### src/sv/midi_track_event_parser_unit_defines.svh
// assertion macros for the track parser
`ifndef MIDI_TRACK_EVENT_PARSER_UNIT_DEFINES_SVH
`define MIDI_TRACK_EVENT_PARSER_UNIT_DEFINES_SVH

// same-cycle implication, checked while out of reset
`define MTEP_ASSERT_NOW(lbl, ante, cons) \
	lbl: assert property (@(posedge clk) disable iff (!arst_n) (ante) |-> (cons)) \
		else $error("track parser check failed");

// next-cycle implication, checked while out of reset
`define MTEP_ASSERT_NEXT(lbl, ante, cons) \
	lbl: assert property (@(posedge clk) disable iff (!arst_n) (ante) |=> (cons)) \
		else $error("track parser check failed");

`endif

### src/sv/mtep_pkg.sv
`default_nettype none

package mtep_pkg;

	localparam int TICK_BITS = 28;
	localparam int VLV_BITS = 28;
	localparam int LEN_BITS = 32;
	localparam logic [TICK_BITS:0] TICK_MAX = {1'b0, {TICK_BITS{1'b1}}};

	localparam logic [7:0] META_TEMPO = 8'h51;
	localparam logic [7:0] META_EOT = 8'h2F;
	localparam logic [7:0] SYSEX_START = 8'hF0;
	localparam logic [7:0] SYSEX_ESC = 8'hF7;
	localparam logic [7:0] META_PREFIX = 8'hFF;
	localparam logic [2:0] VLV_MAX_BYTES = 3'd4;
	localparam logic [VLV_BITS-1:0] TEMPO_LEN = 28'd3;

	typedef enum logic [3:0] {
		PH_IDLE  = 4'd0,
		PH_HDR   = 4'd1,
		PH_DELTA = 4'd2,
		PH_EVENT = 4'd3,
		PH_DATA1 = 4'd4,
		PH_DATA2 = 4'd5,
		PH_MTYPE = 4'd6,
		PH_MLEN  = 4'd7,
		PH_SLEN  = 4'd8,
		PH_SKIP  = 4'd9,
		PH_TAIL  = 4'd10
	} phase_t;

	typedef enum logic [1:0] {
		KIND_CHAN  = 2'd0,
		KIND_TEMPO = 2'd1,
		KIND_DONE  = 2'd2,
		KIND_ERROR = 2'd3
	} kind_t;

	function automatic logic [7:0] magic_byte(input logic [1:0] idx);
		logic [7:0] m;
		unique case (idx)
			2'd0: m = 8'h4D;
			2'd1: m = 8'h54;
			2'd2: m = 8'h72;
			default: m = 8'h6B;
		endcase
		return m;
	endfunction

endpackage

`default_nettype wire

### src/sv/midi_track_event_parser_unit.sv
// path: an input transaction reaches the earliest result transaction through the input register
// and then the result register; throughput: one byte per cycle while the output is not stalled,
// and each byte updates the parser state in one combinational pass
// a byte that gives no result produces no output transaction
// reset: asynchronous active low, clears the parser state and both valid flags,
// the parser then ignores bytes until one with track_start set
`default_nettype none
`include "midi_track_event_parser_unit_defines.svh"

module midi_track_event_parser_unit (
	input  wire logic        clk,
	input  wire logic        arst_n,
	input  wire logic        s_axis_tvalid,
	output logic             s_axis_tready,
	input  wire logic [7:0]  s_axis_tdata,  // data_byte
	input  wire logic        s_axis_tuser,  // track_start
	input  wire logic        s_axis_tlast,  // stream_last
	output logic             m_axis_tvalid,
	input  wire logic        m_axis_tready,
	output logic [79:0]      m_axis_tdata,  // event_tick, status_byte, first_data, second_data,
	                                        // tempo_us, zero pad
	output logic [1:0]       m_axis_tuser   // kind
);

	localparam int TB = mtep_pkg::TICK_BITS;
	localparam int VB = mtep_pkg::VLV_BITS;
	localparam int LB = mtep_pkg::LEN_BITS;

	logic              valid_s1;
	logic [7:0]        byte_s1;
	logic              start_s1;
	logic              last_s1;
	logic              adv;

	mtep_pkg::phase_t  phase_q, phase_d;
	logic [2:0]        hdr_q, hdr_d;
	logic [LB-1:0]     left_q, left_d;
	logic [TB-1:0]     tick_q, tick_d;
	logic [7:0]        rs_q, rs_d;
	logic [VB-1:0]     vlv_q, vlv_d;
	logic [2:0]        cnt_q, cnt_d;
	logic [7:0]        meta_q, meta_d;
	logic [VB-1:0]     skip_q, skip_d;
	logic [7:0]        held_q, held_d;
	logic [23:0]       tempo_q, tempo_d;
	logic              ended_q, ended_d;

	logic              res;
	mtep_pkg::kind_t   r_kind;
	logic [TB-1:0]     r_tick;
	logic [7:0]        r_status, r_d1, r_d2;
	logic [23:0]       r_tempo;

	logic              out_valid_q;
	logic [1:0]        out_kind_q;
	logic [79:0]       out_data_q;

	assign adv = !out_valid_q || m_axis_tready;
	assign s_axis_tready = !valid_s1 || adv;
	assign m_axis_tvalid = out_valid_q;
	assign m_axis_tdata = out_data_q;
	assign m_axis_tuser = out_kind_q;

	always_ff @(posedge clk or negedge arst_n) begin
		if (!arst_n) begin
			valid_s1 <= 1'b0;
		end else if (s_axis_tready) begin
			valid_s1 <= s_axis_tvalid;
		end
	end

	always_ff @(posedge clk) begin
		if (s_axis_tready && s_axis_tvalid) begin
			byte_s1 <= s_axis_tdata;
			start_s1 <= s_axis_tuser;
			last_s1 <= s_axis_tlast;
		end
	end

	always_comb begin
		logic [VB-1:0]   vlv_new;
		logic [2:0]      cnt_new;
		logic            vlv_bad;
		logic [TB:0]     tick_sum;
		logic            err;
		logic            ch_one;
		logic [7:0]      rs_use;

		phase_d = phase_q;
		hdr_d = hdr_q;
		left_d = left_q;
		tick_d = tick_q;
		rs_d = rs_q;
		vlv_d = vlv_q;
		cnt_d = cnt_q;
		meta_d = meta_q;
		skip_d = skip_q;
		held_d = held_q;
		tempo_d = tempo_q;
		ended_d = ended_q;
		err = 1'b0;
		res = 1'b0;
		r_kind = mtep_pkg::KIND_CHAN;
		r_tick = '0;
		r_status = '0;
		r_d1 = '0;
		r_d2 = '0;
		r_tempo = '0;

		if (start_s1) begin
			tick_d = '0;
			rs_d = '0;
			hdr_d = '0;
			left_d = '0;
			ended_d = 1'b0;
			vlv_d = '0;
			cnt_d = '0;
			phase_d = mtep_pkg::PH_HDR;
		end

		vlv_new = {vlv_d[VB-8:0], byte_s1[6:0]};
		cnt_new = cnt_d + 3'd1;
		vlv_bad = byte_s1[7] && (cnt_new >= mtep_pkg::VLV_MAX_BYTES);
		tick_sum = {1'b0, vlv_new[TB-1:0]} + {1'b0, tick_d};
		ch_one = (rs_d[7:4] == 4'hC) || (rs_d[7:4] == 4'hD);
		rs_use = rs_d;

		if (phase_d != mtep_pkg::PH_IDLE) begin
			if (phase_d == mtep_pkg::PH_HDR) begin
				if (!hdr_d[2]) begin
					if (byte_s1 != mtep_pkg::magic_byte(hdr_d[1:0])) begin
						err = 1'b1;
					end
				end else begin
					left_d = {left_d[LB-9:0], byte_s1};
				end
				hdr_d = hdr_d + 3'd1;
				if (!err && hdr_d == 3'd0) begin
					phase_d = mtep_pkg::PH_DELTA;
					vlv_d = '0;
					cnt_d = '0;
				end
			end else begin
				if (left_d != '0) begin
					left_d = left_d - LB'(1);
				end
				case (phase_d)
					mtep_pkg::PH_DELTA: begin
						vlv_d = vlv_new;
						cnt_d = cnt_new;
						if (vlv_bad) begin
							err = 1'b1;
						end else if (!byte_s1[7]) begin
							if ((VB > TB && vlv_new > VB'(mtep_pkg::TICK_MAX))
									|| tick_sum > mtep_pkg::TICK_MAX) begin
								err = 1'b1;
							end else begin
								tick_d = tick_sum[TB-1:0];
								phase_d = mtep_pkg::PH_EVENT;
							end
						end
					end
					mtep_pkg::PH_EVENT, mtep_pkg::PH_DATA1: begin
						if (phase_d == mtep_pkg::PH_EVENT && byte_s1 == mtep_pkg::META_PREFIX) begin
							phase_d = mtep_pkg::PH_MTYPE;
						end else if (phase_d == mtep_pkg::PH_EVENT &&
								(byte_s1 == mtep_pkg::SYSEX_START ||
								byte_s1 == mtep_pkg::SYSEX_ESC)) begin
							phase_d = mtep_pkg::PH_SLEN;
							vlv_d = '0;
							cnt_d = '0;
						end else if (phase_d == mtep_pkg::PH_EVENT && byte_s1[7]) begin
							rs_d = byte_s1;
							phase_d = mtep_pkg::PH_DATA1;
						end else if (phase_d == mtep_pkg::PH_EVENT && rs_use == 8'h00) begin
							err = 1'b1;
						end else if (ch_one) begin
							res = 1'b1;
							r_kind = mtep_pkg::KIND_CHAN;
							r_tick = tick_d;
							r_status = rs_use;
							r_d1 = byte_s1;
							phase_d = mtep_pkg::PH_DELTA;
							vlv_d = '0;
							cnt_d = '0;
						end else begin
							held_d = byte_s1;
							phase_d = mtep_pkg::PH_DATA2;
						end
					end
					mtep_pkg::PH_DATA2: begin
						res = 1'b1;
						r_kind = mtep_pkg::KIND_CHAN;
						r_tick = tick_d;
						r_status = rs_d;
						r_d1 = held_d;
						r_d2 = byte_s1;
						phase_d = mtep_pkg::PH_DELTA;
						vlv_d = '0;
						cnt_d = '0;
					end
					mtep_pkg::PH_MTYPE: begin
						meta_d = byte_s1;
						phase_d = mtep_pkg::PH_MLEN;
						vlv_d = '0;
						cnt_d = '0;
					end
					mtep_pkg::PH_MLEN, mtep_pkg::PH_SLEN: begin
						vlv_d = vlv_new;
						cnt_d = cnt_new;
						if (vlv_bad) begin
							err = 1'b1;
						end else if (!byte_s1[7]) begin
							if (LB'(vlv_new) > left_d) begin
								err = 1'b1;
							end else if (phase_d == mtep_pkg::PH_MLEN &&
									meta_d == mtep_pkg::META_EOT) begin
								ended_d = 1'b1;
								phase_d = mtep_pkg::PH_TAIL;
							end else begin
								if (phase_d == mtep_pkg::PH_SLEN ||
										(meta_d == mtep_pkg::META_TEMPO &&
										vlv_new != mtep_pkg::TEMPO_LEN)) begin
									meta_d = '0;
								end
								if (vlv_new == '0) begin
									phase_d = mtep_pkg::PH_DELTA;
									vlv_d = '0;
									cnt_d = '0;
								end else begin
									skip_d = vlv_new;
									tempo_d = '0;
									phase_d = mtep_pkg::PH_SKIP;
								end
							end
						end
					end
					mtep_pkg::PH_SKIP: begin
						tempo_d = {tempo_d[15:0], byte_s1};
						if (skip_d != '0) begin
							skip_d = skip_d - VB'(1);
						end
						if (skip_d == '0) begin
							if (meta_d == mtep_pkg::META_TEMPO) begin
								res = 1'b1;
								r_kind = mtep_pkg::KIND_TEMPO;
								r_tick = tick_d;
								r_tempo = tempo_d;
							end
							phase_d = mtep_pkg::PH_DELTA;
							vlv_d = '0;
							cnt_d = '0;
						end
					end
					default: begin
					end
				endcase
			end

			if (!err && phase_d != mtep_pkg::PH_HDR && left_d == '0) begin
				if (ended_d || (phase_d == mtep_pkg::PH_DELTA && cnt_d == 3'd0)) begin
					if (!res) begin
						res = 1'b1;
						r_kind = mtep_pkg::KIND_DONE;
						r_tick = tick_d;
						r_status = '0;
						r_d1 = '0;
						r_d2 = '0;
						r_tempo = '0;
					end
					phase_d = mtep_pkg::PH_IDLE;
				end else begin
					err = 1'b1;
				end
			end
			if (!err && last_s1 && phase_d != mtep_pkg::PH_IDLE) begin
				err = 1'b1;
			end
			if (err) begin
				res = 1'b1;
				r_kind = mtep_pkg::KIND_ERROR;
				r_tick = '0;
				r_status = '0;
				r_d1 = '0;
				r_d2 = '0;
				r_tempo = '0;
				phase_d = mtep_pkg::PH_IDLE;
			end
		end
	end

	always_ff @(posedge clk or negedge arst_n) begin
		if (!arst_n) begin
			phase_q <= mtep_pkg::PH_IDLE;
			hdr_q <= '0;
			left_q <= '0;
			tick_q <= '0;
			rs_q <= '0;
			vlv_q <= '0;
			cnt_q <= '0;
			meta_q <= '0;
			skip_q <= '0;
			held_q <= '0;
			tempo_q <= '0;
			ended_q <= 1'b0;
		end else if (valid_s1 && adv) begin
			phase_q <= phase_d;
			hdr_q <= hdr_d;
			left_q <= left_d;
			tick_q <= tick_d;
			rs_q <= rs_d;
			vlv_q <= vlv_d;
			cnt_q <= cnt_d;
			meta_q <= meta_d;
			skip_q <= skip_d;
			held_q <= held_d;
			tempo_q <= tempo_d;
			ended_q <= ended_d;
		end
	end

	always_ff @(posedge clk or negedge arst_n) begin
		if (!arst_n) begin
			out_valid_q <= 1'b0;
		end else if (adv) begin
			out_valid_q <= valid_s1 && res;
		end
	end

	always_ff @(posedge clk) begin
		if (adv && valid_s1 && res) begin
			out_kind_q <= r_kind;
			out_data_q <= {4'b0, r_tempo, r_d2, r_d1, r_status, 28'(r_tick)};
		end
	end

	`MTEP_ASSERT_NOW(a_err_payload_zero,
		out_valid_q && out_kind_q == mtep_pkg::KIND_ERROR, out_data_q == '0)
	`MTEP_ASSERT_NEXT(a_idle_no_result,
		valid_s1 && adv && phase_q == mtep_pkg::PH_IDLE && !start_s1, !m_axis_tvalid)
	`MTEP_ASSERT_NOW(a_status_has_msb, rs_q != 8'h00, rs_q[7])
	`MTEP_ASSERT_NOW(a_body_bytes_left,
		phase_q != mtep_pkg::PH_IDLE && phase_q != mtep_pkg::PH_HDR, left_q != '0)

endmodule

`default_nettype wire
### config.mk
export PLATFORM = sky130hd
export DESIGN_NAME = midi_track_event_parser_unit
export DESIGN_NICKNAME = d
export VERILOG_FILES = /design/src/sv/mtep_pkg.sv /design/src/sv/midi_track_event_parser_unit.sv
export VERILOG_INCLUDE_DIRS = /design/src /design/src/sv
export SDC_FILE = /design/constraint.sdc
export NUM_CORES = 1
export LEC_CHECK = 0
export BUFFER_PORTS_ARGS = -buffer_cell sky130_fd_sc_hd__buf_2
export CAP_MARGIN = 0
export CORE_UTILIZATION = 45
export DETAILED_ROUTE_END_ITERATION = 7
export HOLD_SLACK_MARGIN = 0.1
export PLACE_DENSITY = 0.64
export SKIP_CTS_REPAIR_TIMING = 1
export SYNTH_ARGS = -nofsm -noshare
export SYNTH_HDL_FRONTEND = slang
export SYNTH_SLANG_ARGS = --single-unit
### constraint.sdc
create_clock -name clk -period 21.5 [get_ports clk]
set_input_delay 1.075 -clock clk [delete_from_list [all_inputs] [get_ports clk]]
set_output_delay 1.075 -clock clk [all_outputs]
set_load 0.05 [all_outputs]
**After elaboration in Yosys (flattened, before gate mapping)**

Cells that the tools add are included.

- Flip-flop bits (word level): 257
- Word-level logic and storage cells: 315

- Muxes and demuxes: 205
- Magnitude comparators: 3
- Bitwise logic cells: 7
- Equality and inequality tests: 28
- $add $sub $neg: 5
- Reduce and logical (&&, ||, !) cells: 48

Operators by type and width:

| kind | count |
|---|---|
| $mux W28 | 42 |
| $mux W8 | 38 |
| $mux W32 | 8 |
| $mux W24 | 7 |
| $pmux W28 S5 | 1 |
| $mux W4 | 22 |
| $pmux W28 S3 | 1 |
| $mux W16 | 5 |
| $mux W3 | 20 |
| $logic_not A28 Y1 | 2 |
| $pmux W28 S2 | 1 |
| $pmux W8 S2 | 3 |
| $mux W1 | 47 |
| $gt A28 B32 Y1 | 1 |
| $logic_not A32 Y1 | 1 |
| $pmux W16 S2 | 1 |
| $reduce_bool A32 Y1 | 1 |
| $sub A32 B1 Y32 const B | 1 |
| $add A28 B28 Y29 | 1 |
| $gt A29 B28 Y1 const B | 1 |
| $ne A28 B2 Y1 const B | 1 |
| $reduce_bool A28 Y1 | 1 |
| $sub A28 B1 Y28 const B | 1 |
| $reduce_and A9 Y1 | 3 |
| 29 further kinds | 86 |

**Depth between registers and ports, before layout**

- Word-level depth: 30
- Depth in mapped cells: 25
- Gate-level depth less buffers: 22

**Worst setup path after synthesis**

Ideal clock, no wire load.

- Path kind: flip-flop to flip-flop
- Start: reg start_s1
- End: reg out_data_q[0], in the netlist m_axis_tdata[0] (enable)
- Slack: 12.526 ns
- Clock period less this slack: 8.974 ns
- Cell stages (with the launch flop): 20
- Setup time: 0.563 ns
- Data arrival time: 8.411 ns
- Path through: edfxtp_1 -> clkbuf_1 -> buf_1 -> clkbuf_1 -> buf_1 -> clkbuf_1 -> clkbuf_1 -> clkbuf_1 -> nor2_1 -> xnor2_1 -> ha_1 -> nand4_1 -> nor4_1 -> o211ai_1 -> and3_1 -> nor3_1 -> nand2_1 -> a21oi_1 -> nor2_1 -> a31oi_1

- Word-level cells in the longest chain between the ends: 30
- Elaborated cells between the ends (all ways): 148
- Classes of those cells: add/sub (4); order compare (3); eq/ne (16); mux (95); reduce/logical (30)

Ends and longest elaborated chain:

| item | line | text |
|---|---|---|
| start: declaration | midi_track_event_parser_unit.sv:31 | `logic start_s1;` |
| start signal: assignment | midi_track_event_parser_unit.sv:75 | `start_s1 <= s_axis_tuser;` |
| parallel branches: the longest is 28 deep, another holds $sub A32 B1 Y32 | -- |  |
| $mux W1 (*) | midi_track_event_parser_unit.sv:128 | `if (phase_d != mtep_pkg::PH_IDLE) begin` |
| $logic_and A1 B1 Y1 (*) | midi_track_event_parser_unit.sv:331 | `if (adv && valid_s1 && res) begin` |
| end signal: assignment | midi_track_event_parser_unit.sv:333 | `out_data_q <= {4'b0, r_tempo, r_d2, r_d1, r_status, 28'(r_tick)};` |
| end: declaration | midi_track_event_parser_unit.sv:56 | `logic [79:0] out_data_q;` |

Every way passes the cells marked *. The select of a mux whose other input is x is not followed.
A chain may end at the register's enable or synchronous reset.

**Worst setup path after layout**

- Start: reg start_s1
- End: reg out_data_q[20], in the netlist m_axis_tdata[20] (data pin)

- Word-level cells in the longest chain between the ends: 28
- Elaborated cells between the ends (all ways): 162
- Classes of those cells: add/sub (4); order compare (3); eq/ne (16); mux (108); bitwise (1); reduce/logical (30)

Ends and longest elaborated chain:

| item |
|---|
| parallel branches: the longest is 28 deep, another holds $sub A32 B1 Y32 |

Parallel ways; which one is timed is not known. The select of a mux whose other input is x is not followed.

==> metrics.csv <==
metric,value,unit
"Arr. time, crit path",7690,ps
CTS Buffer Depth,3,
VDD IR max,0.0620,mV
CP startpoint kind,register,
worst-margin pin slew,1200,ps
DRC viols,0,
Mapped Cells,1983,
first-pass GRT wire length,90000,µm
sw frac,42.0,%
Worst Hold Class,register to register,
# rows,71,
proportion of synthesized chip area in sequential cells,39.1,%
largest net degree at the start of global routing,130,
Slew HR,19.0,%
CTS buffer count,30,
WHS Path Cells,2,
RR Startpoint,start_s1,
worst r2r dst,m_axis_tdata[20],
clock sink total,250,
P_leak,7.68,nW
count of final hold-check violations,0,
switching power,0.768,mW
H-tree levels,1,
DR WL/cell,23.0,µm
CTS Root Cell,clkbuf_16,
Initial Util,45.6,%
initial antenna violation count,0,
RSZ-0062 raised after global routing,no,
core footprint,37600,µm²
YS warnings,0,
post-route setup TNS,0,ps
post-placement cell count,2497,
Critical Path RT,21940,ps
CP endpoint kind,register,
"Area growth, synth to finish",11.1,%
die height,197,µm
RD Place Congestion,0.970,
vias per std cell,6.32,
share of layout cells above drive strength 1,12.7,%
die area,38900,µm²
async set or reset register ratio after synthesis,64.8,%
Post-Synthesis Cell Area,17100,µm²
DRT Pass-1 Iters,6,
DRT iter0 DRCs,1621,
setup violators final,0,
TritonCTS clock tree,done,
Layout Nets,2095,
"commonest non-fill, non-tap cell in the layout",nand2_1,
dominant synthesized flop cell,dfrtp_1,
CP max FO,37,
grt ovf,0,
status,finished clean,
vias in the first global route,15000,
Seq pwr share,34.0,%
DR vias,16100,
crit path to,m_axis_tdata[20],
logic gate share of total power,38.0,%
clock slew at reported path FFs,60,ps
crit path from,start_s1,
number of enable flip-flop cells after synthesis,88,
GRT Total Usage,29.9,%
flip-flop and latch count after synthesis,250,
Mapped Avg Cell Area,8.65,µm²
post-DP HPWL,40300,µm
FILL cells,3521,
synth unique cells,93,
buffers added on ports,93,
clock network fraction of total power,28.0,%
Pint,1.06,mW
cells on worst reg2reg path,20,
min Tclk post-route,7250,ps
Crit Path Class,register to register,
Pwr Density,96.0,nW/µm²
die width,197,µm
I/O pin cnt,98,
max cap viols,0,
Post-DRT Antenna Nets,0,
most frequent cells in the layout,"nand2_1 (236), o21ai_0 (188), dfrtp_1 (162), nor2_1 (147), a21oi_1 (128)",
Max Clk Rate,138,MHz
flop2flop setup slack,14250,ps
Layout Cells excl Fill,2554,
Final Max Tran Viols,0,
Final period util,33.7,%
routed wire length,58600,µm
clk_skew,21.5,ps
"Clk Latency, worst-skew pair",590,ps
cells in the mapped netlist, types with 9 or more instances:
cell	n	area share [%]
nor3b_1	9	0.39
nor2b_1	75	2.7
nor3_1	62	1.8
o31ai_1	15	0.66
and3_1	29	1.1
a211oi_1	20	0.88
xnor2_1	32	1.6
o22ai_1	14	0.51
nor4_1	42	1.5
xor2_1	20	1.0
a21oi_1	128	3.7
a22o_1	31	1.6
nand2b_1	12	0.44
dfrtp_1	162	24
inv_1	37	0.81
or2_2	9	0.33
a21oi_2	10	0.51
mux2_2	17	1.1
nand2_1	236	5.2
a21o_1	23	1.0
o21a_1	9	0.39
or3_1	16	0.58
ha_1	62	4.5
buf_1	14	0.31
and2_1	32	1.2
a31oi_1	23	0.84
clkbuf_1	103	2.3
nand3_1	54	1.6
o21ai_0	188	5.5
a22oi_1	28	1.2
o211ai_1	11	0.48
nand4_1	24	0.88
or4_1	15	0.66
edfxtp_1	88	15
nor2_1	148	3.2
mux2i_1	28	1.6
registers in the layout (all words and copies together), names as in the netlist, 16 cells and up:
register      count
left_q           32
vlv_q            21
tick_q           28
tempo_q          16
m_axis_tdata     76
skip_q           28
power by group through the flow:
stage | Sequential (mW) | Clock [mW] | Combinational (mW)
final | 0.621 | 0.512 | 0.695
after detailed placement | 0.627 | 0 | 0.675
after floorplan | 0.621 | 0 | 0.480
after CTS | 0.618 | 0.522 | 0.679
after global routing | 0.626 | 0.538 | 0.745
after global placement | 0.627 | 0 | 0.682
worst max-delay path: stages, from the launching register on:
cell	delay, ps
edfxtp_1	400
clkinv_1	80
buf_4	260
nand2_1	190
ha_1	550
nand2_1	360
o41ai_4	690
nor2_1	230
xnor2_1	210
ha_1	320
nand4_1	160
nor4_1	410
o211ai_1	150
and3_1	270
or3_4	350
a41o_1	240
o41a_1	470
or4_1	470
nor3_4	770
o21ai_0	310
a21oi_2	180
per-layer routing:
metal	global-route usage, %	vias up	wire [µm]	part of all wire (%)
met5	0	-	0	0
met2	46.9	801	26300	45
met3	4.40	140	4460	7.6
met1	41.4	7781	25600	44
li1	-	7413	-	-
met4	12.1	0	2270	3.9
metrics by stage:
stage	worst slack [ps]	hold WS [ps]	area (µm²)	total power, mW	util, %
floorplan	12530	430	17200	1.10	-
global placement	14570	443	18100	1.31	48.1
detailed placement	14380	449	18100	1.30	48.1
CTS	14370	463	19100	1.82	50.7
global route	13750	482	19100	1.91	50.7
finish	14250	457	19100	1.83	50.7
cell families after synthesis:
group / after synthesis / synth area share (%)
simple gates: 814 / 24.8
compound gates: 586 / 22.0
flops: 250 / 39.1
buf+inv: 172 / 4.12
fa+ha+maj: 63 / 4.64
xor+xnor: 52 / 2.66
mux: 45 / 2.75
other cells: 1 / 0.0219
worst min-delay path by stage:
stage           startpoint     endpoint
3_5_place_dp   tempo_q[10]  tempo_q[10]
4_1_cts        tempo_q[10]  tempo_q[10]
3_3_place_gp   tempo_q[10]  tempo_q[10]
5_1_grt          tick_q[1]    tick_q[1]
2_1_floorplan  tempo_q[10]  tempo_q[10]
6_report       tempo_q[12]  tempo_q[12]
cell type report:
cell class              instances  area [µm²]  area share, %
multi-input cells            1564        9800           51.4
well taps                     511         639           3.36
clock buffers                  38         812           4.26
flip-flops and latches        250        6700           35.1
repair buffers                133         785           4.12
diodes                          1        2.50         0.0131
inverters                      39         146          0.768
clock inverters                18         170          0.893
(Power assumes the default switching activity.)
